[config.mk]
export PLATFORM = sky130hd
export DESIGN_NAME = rpcd_front
export DESIGN_NICKNAME = d
export VERILOG_FILES = /design/src/rtl/rpcd_pkg.sv /design/src/rtl/rpcd_front.sv
export SDC_FILE = /design/constraint.sdc
export NUM_CORES = 1
export LEC_CHECK = 0
export CAP_MARGIN = 25
export CORE_AREA = 2 2 57 59
export DETAILED_ROUTE_END_ITERATION = 8
export DIE_AREA = 0 0 59 61
export DONT_BUFFER_PORTS = 1
export HOLD_SLACK_MARGIN = 0.12
export PLACE_DENSITY_LB_ADDON = 0.2
export SLEW_MARGIN = 10
export SYNTH_ARGS = -nofsm -noshare
export SYNTH_HDL_FRONTEND = slang
export SYNTH_SLANG_ARGS = --single-unit
[constraint.sdc]
create_clock -name clk -period 2.58 [get_ports clk]
set_input_delay 0.516 -clock clk [delete_from_list [all_inputs] [get_ports clk]]
set_output_delay 0.516 -clock clk [all_outputs]
set_load 0.01 [all_outputs]
[src/rtl/rpcd_pkg.sv]
`default_nettype none
// ----------------------------------------------------------------------------
// rpcd_pkg
// Shared types and codes of the rigid point-to-curve distance block.
// ----------------------------------------------------------------------------
package rpcd_pkg;

    // action codes of an input beat
    localparam logic [1:0] ACT_LOAD  = 2'd0;
    localparam logic [1:0] ACT_QUERY = 2'd1;
    localparam logic [1:0] ACT_CLEAR = 2'd2;

    // configuration register indexes
    localparam logic [1:0] CFG_COS      = 2'd0;
    localparam logic [1:0] CFG_SIN      = 2'd1;
    localparam logic [1:0] CFG_OFFSET_X = 2'd2;
    localparam logic [1:0] CFG_OFFSET_Y = 2'd3;

    localparam logic [15:0] COS_RESET = 16'sd16384;

    typedef struct packed {
        logic [1:0]         action;
        logic signed [31:0] point_x;
        logic signed [31:0] point_y;
    } in_item_t;

    typedef struct packed {
        logic [31:0] distance;
        logic        no_curve;
    } out_item_t;

    // work handed from the front end to the back end
    typedef enum logic {
        OP_LOAD,
        OP_QUERY
    } cmd_op_t;

    typedef struct packed {
        cmd_op_t            op;
        logic signed [31:0] x;
        logic signed [31:0] y;
    } cmd_t;

    typedef enum logic [2:0] {
        ST_IDLE,
        ST_MUL,
        ST_SUM,
        ST_SCAN,
        ST_ROOT,
        ST_HOLD
    } back_state_t;

endpackage : rpcd_pkg
`default_nettype wire

[src/rtl/rpcd_front.sv]
`default_nettype none
// ----------------------------------------------------------------------------
// rpcd_front
// Input side: takes beats, tracks the vertex count, drops loads into a full
// store and unused actions, and queues loads and queries for the back end.
// ----------------------------------------------------------------------------
module rpcd_front
    import rpcd_pkg::*;
#(
    parameter int MAX_VERTICES = 1024
)
(
    input  wire logic                                  clk,
    input  wire logic                                  rst_n,
    input  wire logic                                  in_valid,
    output logic                                       in_stall,
    input  wire in_item_t                              in_item,
    input  wire logic                                  q_full,
    output logic                                       q_push,
    output cmd_t                                       q_cmd,
    output logic [$clog2(MAX_VERTICES + 1)-1:0]        q_count
);

    localparam int CW = $clog2(MAX_VERTICES + 1);

    logic          accept;
    logic [CW-1:0] count_reg;
    logic [CW-1:0] count_next;

    assign in_stall = q_full;
    assign accept   = in_valid && !q_full;

    // loads carry their store address, queries the number of stored vertices
    assign q_count  = count_reg;

    always_comb
    begin
        count_next = count_reg;
        q_push     = 1'b0;
        q_cmd.op   = OP_LOAD;
        q_cmd.x    = in_item.point_x;
        q_cmd.y    = in_item.point_y;
        if (accept)
        begin
            unique case (in_item.action)
                ACT_LOAD:
                begin
                    if (count_reg < CW'(MAX_VERTICES))
                    begin
                        q_push     = 1'b1;
                        count_next = count_reg + 1'b1;
                    end
                end
                ACT_QUERY:
                begin
                    q_push   = 1'b1;
                    q_cmd.op = OP_QUERY;
                end
                ACT_CLEAR:
                begin
                    count_next = '0;
                end
                default:
                begin
                    count_next = count_reg;
                end
            endcase
        end
    end

    always_ff @(posedge clk or negedge rst_n)
    begin
        if (!rst_n)
        begin
            count_reg <= '0;
        end
        else
        begin
            count_reg <= count_next;
        end
    end

endmodule : rpcd_front
`default_nettype wire

==> impl_metrics.yaml <==
drt:
  detail_route.wirelength_mm: 1.87
  average_wire_length_per_cell_after_detail_routing_um: 18.5
  routed_via_density: 5.85
  detailedRoute.firstIterationViolations: 23
  postRouteAntennaNets: 0
  post-route-drc-count: 0
  num_vias: 591
  firstDrtPassIters: 4
floorplan:
  placeableCoreArea_um2: 2950
  dieHeight_um: 61
  fp.dieArea_um2: 3600
  die_width_um: 59
  initial_core_utilization: 0.384
  boundaryPins: 148
  fp-row-count: 20
timing:
  slew_headroom: 0.625
  final.period_utilization: 0.750
  transition_time_at_the_pin_with_the_least_slew_margin_ns: 0.554
  finalClockSkew_ns: 0.00133
  report.final.hold_viol_count: 0
  period_minus_slack_ns: 1.94
  setup_viol_count_final: 0
  achievable-frequency_mhz: 517
  finalSetupTns_ns: 0
  rsz_0062_raised_after_global_routing: "no"
  timing.final.max_slew_violations: 0
synthesis:
  netlist_top_cells_count: "sky130_fd_sc_hd__buf_4 (65), sky130_fd_sc_hd__dfrtp_1 (11), sky130_fd_sc_hd__nor2_1 (5)"
  synth.net_count: 201
  ys_seq_area_frac: 0.243
  synthesis.area_per_instance_um2: 8.73
  yosysWarningCount: 0
  syn-cell-area_um2: 1130
  synth_top_cell_by_area: "sky130_fd_sc_hd__buf_4"
  synth_largest_type_area_fraction: 0.430
  dominantRegCellSynth: "sky130_fd_sc_hd__dfrtp_1"
  synth_cells: 130
  cell_types_occupying_the_most_area_after_synthesis: "sky130_fd_sc_hd__buf_4 (43%), sky130_fd_sc_hd__dfrtp_1 (24%), sky130_fd_sc_hd__nor4_4 (1.9%), sky130_fd_sc_hd__a21oi_1 (1.8%), sky130_fd_sc_hd__o21ai_0 (1.8%)"
  synth.ff_latch_count: 11
  synth_async_sr_flop_share: 1.00
  synth-edff-count: 0
  synth.most_common_cell: "sky130_fd_sc_hd__buf_4"
  post_synthesis_cell_type_count: 34
global_routing:
  grt_max_degree: 13
  grt_antenna_before_repair: 0
  grt-busiest-layer: "met2"
  groute.layer.met1.usage: 0.131
  grt-ovfl-total: 0
  grt_use_met2: 0.144
  globalRouteTotalUtil: 0.116
  first_global_vias: 578
  grt_first_pass_wirelength_mm: 3.00
  groute.layer.met3.usage: 0.0789
layout:
  layout-area-overhead-vs-synth_pct: -36.8
  fin_cells: 101
  nets: 140
  final.fill_count: 335
  final_layout_size_suffix_gt1_frac: 0.118
  n_antenna_cell: 0
  finish.instance_area_um2: 717
  largest_register_ff_count: 11
worst_setup_path:
  start_kind: "flop"
  critical_path.slowest_cell: "sky130_fd_sc_hd__nor4b_1"
  critPathMaxFanout: 6
  timing.critical_path.buf_inv: 0
  timing.setup.critical_path_class: "reg -> out"
  worst_path_largest_cell_delay_ns: 0.48
  arrival_ns: 1.42
  worstSetupEndpointType: "primary output"
  cp_cell_sequence: "and2b_1, nor4b_1"
  worst_path_dominant_cell_family: "simple AND/OR/NAND/NOR gates"
  timing.critical_path.required_ns: 2.06
clocking:
  clk_pin_slew_ns: 0.07
  tritoncts_clock_tree: "yes"
  total_cts_buffers: 3
  htree_levels: 1
  cts-root-buf: "sky130_fd_sc_hd__clkbuf_4"
  worstSkewPairLatency_ns: 0.27
  clockBufferDepth: 2
  cts_sinks: 11
job:
  maxCapViolCount: 0
power_and_ir_drop:
  irDropWorstVdd_mv: 0.158
  power_per_cell_area_nw_per_um2: 512
  leakage_uw: 0.000295
status:
  run_status: "finished clean"
placed_design:
  buffer_ports.inserted: 0
  detailed_place_hpwl_mm: 1.42
  place.detailed.instances: 96
  globalplace.congestion: 0.648
  placement.cell_area_um2: 681
hold_path:
  hp-class: "in -> reg"
==> final timing paths <==
path | startpoint | slack (ns) | depth (start not counted) | to
max in group asynchronous | rst_n | 1.57 | 1 | q_count[9]
min reg2reg | q_count[8] | 0.63 | 2 | q_count[8]
max reg2reg | q_count[2] | 1.09 | 4 | q_count[3]
min | in_item[65] | 0.44 | 2 | q_count[7]
min in group asynchronous | rst_n | 0.66 | 1 | q_count[5]
max | q_count[10] | 0.64 | 2 | q_push
==> layer usage <==
metal  wire, µm  part of all wire
met5          0                 0
met4        108             0.058
met3        292              0.16
met2        775              0.41
met1        697              0.37
==> logic make-up after synthesis <==
family,count (synthesis),share of synthesized area
buffers and inverters,69,0.443
xor gates and xnor gates,2,0.0154
adders and majority gates,1,0.0110
muxes,1,0.00992
DFF,11,0.243
AOI/OAI and AO/OA,15,0.0860
and+or+nand+nor,31,0.192
==> cells in the final DEF (no fill, tap or decap), types with 2 or more instances in the layout <==
| cell type | Yosys | final |
|---|---|---|
| sky130_fd_sc_hd__nand3_1 | 3 | 3 |
| sky130_fd_sc_hd__inv_1 | 2 | 2 |
| sky130_fd_sc_hd__or3_1 | 3 | 3 |
| sky130_fd_sc_hd__and4_1 | 2 | 2 |
| sky130_fd_sc_hd__nor3_1 | 3 | 3 |
| sky130_fd_sc_hd__dfrtp_1 | 11 | 11 |
| sky130_fd_sc_hd__o21ai_0 | 4 | 4 |
| sky130_fd_sc_hd__nand2_1 | 3 | 3 |
| sky130_fd_sc_hd__nor2_1 | 5 | 5 |
| sky130_fd_sc_hd__clkbuf_4 | 0 | 3 |
| sky130_fd_sc_hd__a22o_1 | 2 | 2 |
| sky130_fd_sc_hd__a21oi_1 | 4 | 4 |
==> through the flow <==
step / total power [µW] / utilization / worst slack, ns / hold WS [ns]
floorplan: 338 / - / 0.873 / 0.220
global placement: 242 / 0.231 / 0.918 / 0.221
detailed placement: 242 / 0.231 / 0.903 / 0.221
CTS: 374 / 0.243 / 0.618 / 0.430
global route: 392 / 0.243 / 0.592 / 0.439
finish: 367 / 0.243 / 0.644 / 0.441
==> timing repair <==
action | 4_1_cts | 5_1_grt
hold buffers | 1 | 0
setup buffers | 0 | 0
endpoints found under the hold margin | 11 | 0
resized for setup | 0 | 0
endpoints found under the setup margin | 0 | 0
==> area by class of cell <==
type	instances	area, µm²	area share
Inverter	2	7.51	0.0105
Multi-Input combinational cell	50	357	0.497
Sequential cell	11	275	0.384
Timing Repair Buffer	1	10.0	0.0140
Tap cell	33	41.3	0.0576
Clock buffer	4	26.3	0.0366
==> power by group <==
part           total (µW)  switching, µW  internal, µW  leakage, µW
registers             207           23.4           184     0.000147
clock network         124           63.6          60.0    0.0000150
logic                36.4           17.4          18.9     0.000133
total                 367            104           263     0.000295
No activity file was read; power rests on OpenSTA's default activity.
