File: src/rtl/rpcd_pkg.sv
`default_nettype none
// ----------------------------------------------------------------------------
// rpcd_pkg
// Shared types and codes of the rigid point-to-curve distance block.
// ----------------------------------------------------------------------------
package rpcd_pkg;

    // action codes of an input beat
    localparam logic [1:0] ACT_LOAD  = 2'd0;
    localparam logic [1:0] ACT_QUERY = 2'd1;
    localparam logic [1:0] ACT_CLEAR = 2'd2;

    // configuration register indexes
    localparam logic [1:0] CFG_COS      = 2'd0;
    localparam logic [1:0] CFG_SIN      = 2'd1;
    localparam logic [1:0] CFG_OFFSET_X = 2'd2;
    localparam logic [1:0] CFG_OFFSET_Y = 2'd3;

    localparam logic [15:0] COS_RESET = 16'sd16384;

    typedef struct packed {
        logic [1:0]         action;
        logic signed [31:0] point_x;
        logic signed [31:0] point_y;
    } in_item_t;

    typedef struct packed {
        logic [31:0] distance;
        logic        no_curve;
    } out_item_t;

    // work handed from the front end to the back end
    typedef enum logic {
        OP_LOAD,
        OP_QUERY
    } cmd_op_t;

    typedef struct packed {
        cmd_op_t            op;
        logic signed [31:0] x;
        logic signed [31:0] y;
    } cmd_t;

    typedef enum logic [2:0] {
        ST_IDLE,
        ST_MUL,
        ST_SUM,
        ST_SCAN,
        ST_ROOT,
        ST_HOLD
    } back_state_t;

endpackage : rpcd_pkg
`default_nettype wire

File: src/rtl/rpcd_fifo.sv
`default_nettype none
// ----------------------------------------------------------------------------
// rpcd_fifo
// Short command queue between the front end and the back end.
// ----------------------------------------------------------------------------
module rpcd_fifo
    import rpcd_pkg::*;
#(
    parameter int WIDTH = 66
)
(
    input  wire logic             clk,
    input  wire logic             rst_n,
    input  wire logic             push,
    input  wire logic [WIDTH-1:0] push_data,
    output logic                  full,
    input  wire logic             pop,
    output logic                  not_empty,
    output logic [WIDTH-1:0]      pop_data
);

    localparam int DEPTH = 4;
    localparam int PW    = $clog2(DEPTH);

    logic [WIDTH-1:0] slot_reg [DEPTH];
    logic [PW-1:0]    wr_ptr_reg;
    logic [PW-1:0]    rd_ptr_reg;
    logic [PW:0]      fill_reg;
    logic [PW:0]      fill_next;

    assign full      = (fill_reg == (PW+1)'(DEPTH));
    assign not_empty = (fill_reg != '0);
    assign pop_data  = slot_reg[rd_ptr_reg];

    always_comb
    begin
        fill_next = fill_reg;
        if (push && !pop)
        begin
            fill_next = fill_reg + 1'b1;
        end
        else if (pop && !push)
        begin
            fill_next = fill_reg - 1'b1;
        end
    end

    always_ff @(posedge clk or negedge rst_n)
    begin
        if (!rst_n)
        begin
            wr_ptr_reg <= '0;
            rd_ptr_reg <= '0;
            fill_reg   <= '0;
        end
        else
        begin
            if (push)
            begin
                wr_ptr_reg <= wr_ptr_reg + 1'b1;
            end
            if (pop)
            begin
                rd_ptr_reg <= rd_ptr_reg + 1'b1;
            end
            fill_reg <= fill_next;
        end
    end

    always_ff @(posedge clk)
    begin
        if (push)
        begin
            slot_reg[wr_ptr_reg] <= push_data;
        end
    end

endmodule : rpcd_fifo
`default_nettype wire

File: config.mk
export PLATFORM = sky130hd
export DESIGN_NAME = rpcd_fifo
export DESIGN_NICKNAME = d
export VERILOG_FILES = /design/src/rtl/rpcd_pkg.sv /design/src/rtl/rpcd_fifo.sv
export SDC_FILE = /design/constraint.sdc
export NUM_CORES = 1
export LEC_CHECK = 0
export BUFFER_PORTS_ARGS = -buffer_cell sky130_fd_sc_hd__buf_2
export CAP_MARGIN = 20
export CORE_MARGIN = 1
export CORE_UTILIZATION = 29
export DETAILED_ROUTE_END_ITERATION = 12
export GPL_TIMING_DRIVEN = 0
export SETUP_SLACK_MARGIN = 0.5
export SLEW_MARGIN = 0
export SYNTH_ARGS = -nofsm -noshare
export SYNTH_HDL_FRONTEND = slang
export SYNTH_SLANG_ARGS = --single-unit
File: constraint.sdc
create_clock -name clk -period 2.4 [get_ports clk]
set_input_delay 0.48 -clock clk [delete_from_list [all_inputs] [get_ports clk]]
set_output_delay 0.48 -clock clk [all_outputs]
set_load 0.1 [all_outputs]
==> results of run 1 <==
==> metal layers <==
metal / part of all wire [%] / global-route usage, % / up-vias
li1: - / - / 1995
met5: 0 / 0 / -
met4: 1.4 / 2.62 / 0
met1: 41 / 14.0 / 2367
met3: 6.1 / 3.04 / 27
met2: 52 / 19.7 / 113
==> logic make-up after synthesis <==
family / after synthesis / share of synthesized area [%]
buf+inv: 19 / 1.49
fa+ha+maj: 6 / 0.831
compound gates: 1 / 0.0503
simple gates: 9 / 0.504
flops: 271 / 81.5
xor+xnor: 6 / 0.529
mux: 67 / 15.1
==> worst min-delay path by stage <==
stage	start	endpoint	slack, ns	cells after the start
2_1_floorplan	rst_n	fill_reg[0]$_DFFE_PN0P_	0.18	0
3_3_place_gp	rst_n	fill_reg[1]$_DFFE_PN0P_	0.32	1
3_5_place_dp	rst_n	fill_reg[2]$_DFFE_PN0P_	0.32	1
4_1_cts	push_data[38]	slot_reg[2][38]$_DFFE_PP_	0.12	1
5_1_grt	push_data[19]	slot_reg[2][19]$_DFFE_PP_	0.12	1
6_report	push_data[19]	slot_reg[1][19]$_DFFE_PP_	0.16	1
==> stage by stage <==
step / std cells / setup slack [ns]
finish: 1033 / -0.143
global route: 1031 / -0.236
CTS: 1026 / -0.220
detailed placement: 968 / 0.0259
global placement: 964 / -0.240
floorplan: 379 / 0.259
==> worst max-delay path: stages, from the launching register on <==
cell and delay, ns:
dfrtp_1 0.34, buf_6 0.15, buf_12 0.16, buf_12 0.11
mux4_2 0.55, buf_8 0.21
==> repair_timing <==
action	CTS	global route
hold buffers	1	0
gates resized for setup	129	4
endpoints found under the setup margin	68	68
gates cloned	1	3
buffers inserted	5	2
pin swaps	2	1
hold endpoints to repair	7	0
==> cell usage in the layout (no fill, tap or decap), types with 5 or more instances in the layout <==
cell type	netlist	layout
mux4_2	66	66
clkinv_1	0	5
buf_4	4	37
buf_12	3	10
buf_2	4	72
edfxtp_1	264	264
clkinv_2	0	5
ha_1	5	5
clkbuf_1	0	7
dfrtp_1	7	5
buf_6	1	38
clkbuf_16	0	32
==> final cells by class <==
class / instances / area share (%)
sequential: 271 / 63.2
multi-input combinational: 89 / 13.3
timing repair buffer: 153 / 10.5
tap: 448 / 4.37
inverter: 4 / 0.117
clock buffer: 36 / 5.87
antenna: 2 / 0.0390
clock inverter: 15 / 1.16
buffer: 15 / 1.39
==> PnR_summary.wiki, run 1 <==
{| class="wikitable"
! Metric !! Value
|-
| Result of the run || finished with violations
|-
| Violations in the final reports || setup timing
|-
| Max-cap violation count || 0
|-
| Synth cell types || 20
|-
| Signed area change from the synthesized netlist to the final layout || 29.0%
|-
| Critical path fanouts, max || 6
|-
| Flip-flop count of the largest register, all copies and words added || 264
|-
| List of most frequent post-synthesis cells || 264 x edfxtp_1, 66 x mux4_2, 7 x dfrtp_1
|-
| Reg2reg start || wr_ptr_reg[0]$_DFFE_PN0P_
|-
| Placeable core region || 33600 µm²
|-
| Setup_tns || -6.23 ns
|-
| Final-layout worst hold slack || 0.162 ns
|-
| Width of the die || 187 µm
|-
| Portion of the post-synthesis area used by sequential elements || 81.5%
|-
| Relative slew slack || 69.3%
|-
| Fill cell total of the finished layout || 3034
|-
| Routability congestion estimate || 0.690
|-
| Share of async-settable or async-resettable flops after synthesis || 2.58%
|-
| Number of top-level pins || 138
|-
| Clock skew after layout || 0.00608 ns
|-
| Mapped Nets || 455
|-
| Placement Rows || 67
|-
| Clock buffers created by TritonCTS || 28
|-
| Synthesized instance count || 379
|-
| CP Launch Point || rd_ptr_reg[0]$_DFFE_PN0P_
|-
| Fin area || 12800 µm²
|-
| Count of warnings emitted by yosys || 0
|-
| Root buffer cell || clkbuf_16
|-
| Proportion of layout cells with a drive suffix above 1 || 48.2%
|-
| Total via count in the routed design || 4502
|-
| HPWL Detailed || 12000 µm
|-
| Hold crit path type || primary input to flip-flop
|-
| Total length of routed wires || 19900 µm
|-
| Cell count of the worst reg-to-reg path || 4
|-
| Die span in y || 187 µm
|-
| Area of the multi-input gates || 1710 µm²
|-
| Detailed Route Iter0 Violations || 219
|-
| Buffer levels on the longest clock path || 3
|-
| Initial cell density of the core || 29.6%
|-
| Final setup slack of the worst path || -0.143 ns
|-
| Sort of element at the end of the critical path || output pin
|-
| Number of setup violations in the final report || 66
|-
| First-pass iteration count of the detailed router || 4
|-
| Depth of the CTS H-tree || 1
|-
| Minimum setup slack among reg-to-reg paths || 0.63 ns
|-
| Required time of the worst setup path || 1.92 ns
|-
| Sequential Area || 8110 µm²
|-
| Final hold viol count || 0
|-
| Clock-pin slew reported for the worst setup and hold paths after clock tree synthesis || 0.06 ns
|-
| Total number of nets in the final design || 638
|-
| Critical path capture point || pop_data[65]
|-
| Remaining design rule violation count || 0
|-
| Wire length of the first global-routing pass || 30000 µm
|-
| Number of buffer cells added on primary ports || 137
|-
| Total GRT Usage || 11.3%
|-
| Number of antenna violations at the first check in global routing || 1
|-
| Routed Antenna Nets || 0
|-
| Mean routed wirelength per cell || 19.2 µm
|-
| Most frequently used cell type in the post-synthesis netlist || edfxtp_1
|-
| Worst skew pair latency || 0.53 ns
|-
| Top post-synthesis cells by area || edfxtp_1 80%, mux4_2 15%, dfrtp_1 1.8%
|-
| Mapped Avg Cell Area || 26.2 µm²
|-
| Most instantiated flip-flop cell in the synthesis netlist || edfxtp_1
|-
| Total number of clock tree sinks || 271
|-
| Crit share post-route || 106%
|-
| Maximum number of pins on one net before global-route repair || 43
|-
| Capture instance of the worst register-to-register path || slot_reg[0][30]$_DFFE_PP_
|-
| Maximum achievable frequency || 393 MHz
|-
| Setup repair after global routing missed its margin || true
|-
| Signal arrival time at the worst endpoint || 2.06 ns
|-
| Post-placement cell area || 11300 µm²
|-
| Dominant cell type by area after synthesis || edfxtp_1
|-
| Top cell type's share of synthesized area || 79.8%
|-
| Crit Path Class || flip-flop to output pin
|-
| Transition time at the pin with the least slew margin || 0.460 ns
|-
| Flip-flop and latch count after synthesis || 271
|-
| Crit start category || flip-flop
|-
| Clock tree from TritonCTS || built
|-
| Die Outline Area || 35000 µm²
|-
| Overflow left after global routing || 0
|-
| Number of enable-type register cells in the synthesized netlist || 264
|-
| Layout Utilization || 38.1%
|-
| Vias per cell || 4.36
|-
| Max-slew violation count || 0
|-
| Number of global-route vias before repair || 5046
|-
| Area of the mapped netlist || 9940 µm²
|-
| Final critical-path required period || 2.54 ns
|}
Power of run 1 is not shown: default switching activity piles up to over one toggle a cycle in this logic, so the estimate is an artifact.
==> run 2: changes to the inputs <==
- ABC_AREA: unset -> 1
- CORE_UTILIZATION: 29 -> 62
- PLACE_DENSITY: unset -> 0.84
- clock period: 2.4 -> 3.3 ns (I/O delays scaled with it)
==> run 2 against run 1 <==
  * The run now ends clean
  * Via count grew 50%
  * Hold slack improved by 0.18 ns
  * Design area grew 2.9%
  * Worst setup slack gained 0.71 ns
  * Global-route usage rose by 14 points
  * Die area shrank 47%
  * Critical path depth up 1
  * Non-clock buffer count up 19
  * Sequential cell count did not move
  * Count of clock-buffer cells in the layout down 1
  * Wire length up 14%
==> PnR_summary.wiki, run 2 <==
{| class="wikitable"
! Metric !! Value
|-
| Hold crit path type || primary input to flip-flop
|-
| Most instantiated flip-flop cell in the synthesis netlist || edfxtp_1
|-
| Total length of routed wires || 22700 µm (+14%)
|-
| Clock skew after layout || 0.00610 ns (+0.0000194 ns)
|-
| Count of warnings emitted by yosys || 0 (unchanged)
|-
| Number of buffer cells added on primary ports || 137 (unchanged)
|-
| Total number of nets in the final design || 1066 (+67%)
|-
| Number of global-route vias before repair || 6876 (+36%)
|-
| Final critical-path required period || 2.74 ns
|-
| Final-layout worst hold slack || 0.344 ns (+0.182 ns)
|-
| Portion of the post-synthesis area used by sequential elements || 72.8% (-8.8 points)
|-
| Die span in y || 136 µm (-27%)
|-
| Width of the die || 136 µm (-27%)
|-
| Flip-flop count of the largest register, all copies and words added || 264 (unchanged)
|-
| Mapped Avg Cell Area || 13.6 µm² (-48%)
|-
| Number of setup violations in the final report || 0 (-100%)
|-
| Synthesized instance count || 819 (+120%)
|-
| Number of antenna violations at the first check in global routing || 3 (+2)
|-
| Root buffer cell || clkbuf_16
|-
| Maximum achievable frequency || 365 MHz
|-
| Remaining design rule violation count || 0 (unchanged)
|-
| Maximum number of pins on one net before global-route repair || 54 (+26%)
|-
| Placeable core region || 17400 µm² (-48%)
|-
| Die Outline Area || 18500 µm² (-47%)
|-
| Share of async-settable or async-resettable flops after synthesis || 2.58% (unchanged)
|-
| List of most frequent post-synthesis cells || 264 x edfxtp_1, 212 x nand2_1, 143 x inv_1
|-
| Number of placed instances with taps included || 1185 (+22%)
|-
| Fill cell total of the finished layout || 1057 (-65%)
|-
| Signal arrival time at the worst endpoint || 2.08 ns (+0.02 ns)
|-
| Top library cells by usage in the layout, fill and taps aside || 264 x edfxtp_1, 212 x nand2_1, 139 x inv_1
|-
| Proportion of layout cells with a drive suffix above 1 || 25.4% (-23 points)
|-
| Total via count in the routed design || 6775 (+50%)
|-
| Setup repair after global routing missed its margin || false
|-
| Top cell type's share of synthesized area || 71.2% (-8.6 points)
|-
| Critical path fanouts, max || 10 (+4)
|-
| Detailed Route Iter0 Violations || 489 (+120%)
|-
| Initial cell density of the core || 63.9% (+34 points)
|-
| Most frequently used cell type in the post-synthesis netlist || edfxtp_1
|-
| Final hold viol count || 0 (unchanged)
|-
| Flip-flop and latch count after synthesis || 271 (unchanged)
|-
| Most common library cell in the layout ignoring fill and taps || edfxtp_1
|-
| Post-Layout Cell Count || 1232 (+19%)
|-
| Sort of element at the end of the critical path || output pin
|-
| Reg2reg start || wr_ptr_reg[0]$_DFFE_PN0P_
|-
| Area of the multi-input gates || 2090 µm² (+22%)
|-
| Clock tree from TritonCTS || built
|-
| Clock buffers created by TritonCTS || 27 (-3.6%)
|-
| Signed area change from the synthesized netlist to the final layout || 18.5%
|-
| Dominant cell type by area after synthesis || edfxtp_1
|-
| Synth cell types || 20 (unchanged)
|-
| Sequential Area || 8100 µm² (about the same)
|-
| Routability congestion estimate || 0.749 (+8.6%)
|-
| Number of enable-type register cells in the synthesized netlist || 264 (unchanged)
|-
| Overflow left after global routing || 0 (unchanged)
|-
| Depth of the CTS H-tree || 1 (unchanged)
|-
| HPWL Detailed || 13500 µm (+13%)
|-
| Mapped Nets || 895 (+97%)
|-
| Crit share post-route || 82.9%
|-
| Worst skew pair latency || 0.52 ns (about the same)
|-
| Required time of the worst setup path || 2.64 ns (+0.72 ns)
|-
| Capture instance of the worst register-to-register path || slot_reg[2][13]$_DFFE_PP_
|-
| Min-delay src || push_data[60]
|-
| Clock-pin slew reported for the worst setup and hold paths after clock tree synthesis || 0.06 ns (about the same)
|-
| Vias per cell || 5.50 (+26%)
|-
| Transition time at the pin with the least slew margin || 0.529 ns (+0.0689 ns)
|-
| Max-slew violation count || 0 (unchanged)
|-
| Total number of clock tree sinks || 271 (unchanged)
|-
| Area of the mapped netlist || 11100 µm² (+12%)
|-
| Top post-synthesis cells by area || edfxtp_1 71%, nand2_1 7.1%, o211ai_1 6.8%
|-
| Mean routed wirelength per cell || 18.4 µm (-4.1%)
|-
| Placement Rows || 48 (-28%)
|-
| Routed Antenna Nets || 0 (unchanged)
|-
| Buffer levels on the longest clock path || 3 (unchanged)
|-
| Cell count of the worst reg-to-reg path || 5 (+1)
|-
| Crit start category || flip-flop
|-
| Result of the run || finished clean
|-
| Crit Path Class || flip-flop to output pin
|-
| Total GRT Usage || 25.1% (+14 points)
|-
| Wire length of the first global-routing pass || 34900 µm (+16%)
|-
| First-pass iteration count of the detailed router || 6 (+2)
|-
| Hold path depth || 1 (unchanged)
|-
| Minimum setup slack among reg-to-reg paths || 1.49 ns (+0.86 ns)
|-
| Destination of the worst hold path || slot_reg[3][60]$_DFFE_PP_
|-
| Relative slew slack || 65.0% (-4.4 points)
|-
| Number of top-level pins || 138 (unchanged)
|-
| Max-cap violation count || 0 (unchanged)
|}
[run 2: through the flow]
step           util [%]  worst slack [ns]  setup TNS (ns)  cell area [µm²]
3_3_place_gp       69.5            -0.499         -119.65            12100
3_5_place_dp       70.1             0.970               0            12200
5_1_grt            75.7             0.497               0            13200
4_1_cts            75.3             0.502               0            13100
2_1_floorplan         -             0.642               0            11100
6_report           75.7             0.563               0            13200
[run 2: what timing repair did]
item                                   4_1_cts  5_1_grt
hold buffers                                 1        0
buffers inserted                             0        0
endpoints found under the hold margin        7        0
resized for setup                           36       29
pin swaps                                    0        0
setup endpoints to repair                   53       30
[run 2: worst max-delay path, cell delays in order (launching register included)]
cell	delay (ns)
dfrtp_1	0.45
inv_2	0.11
buf_4	0.19
buf_2	0.26
o211ai_1	0.13
nand2_1	0.10
buf_4	0.29
[run 2: kinds of logic after synthesis]
logic type,count (synthesis),share of synthesized area [%]
simple gates,216,7.32
xor+xnor,4,0.315
buf+inv,189,8.53
flops,271,72.8
compound gates,133,10.3
fa+ha+maj,6,0.741
[run 2: worst max-delay path by stage]
| stage | slack (ns) | cells past startpoint | end | start |
|---|---|---|---|---|
| 2_1_floorplan | 0.64 | 3 | slot_reg[0][0]$_DFFE_PP_ | push |
| 3_3_place_gp | -0.50 | 4 | slot_reg[3][15]$_DFFE_PP_ | push |
| 3_5_place_dp | 0.97 | 5 | pop_data[7] | rd_ptr_reg[1]$_DFFE_PN0P_ |
| 4_1_cts | 0.50 | 6 | pop_data[49] | rd_ptr_reg[1]$_DFFE_PN0P_ |
| 5_1_grt | 0.50 | 6 | pop_data[27] | rd_ptr_reg[1]$_DFFE_PN0P_ |
| 6_report | 0.56 | 6 | pop_data[27] | rd_ptr_reg[1]$_DFFE_PN0P_ |
[run 2: layer usage]
layer | wire, µm | vias up | global-route usage [%]
met5 | 31 | - | 0
met2 | 11700 | 260 | 44.4
met1 | 8720 | 3280 | 31.0
met4 | 498 | 4 | 7.53
met3 | 1730 | 45 | 5.52
li1 | - | 3186 | -
[run 2: layout make-up]
class                           instances  area share [%]
Antenna cell                            1          0.0190
Buffer                                 45            3.14
Clock buffer                           35            5.35
Clock inverter                         10           0.759
Inverter                              144            4.17
Multi-Input combinational cell        359            15.8
Sequential cell                       271            61.4
Tap cell                              225            2.13
Timing Repair Buffer                  142            7.17
Power of run 2 is left out for the same reason.
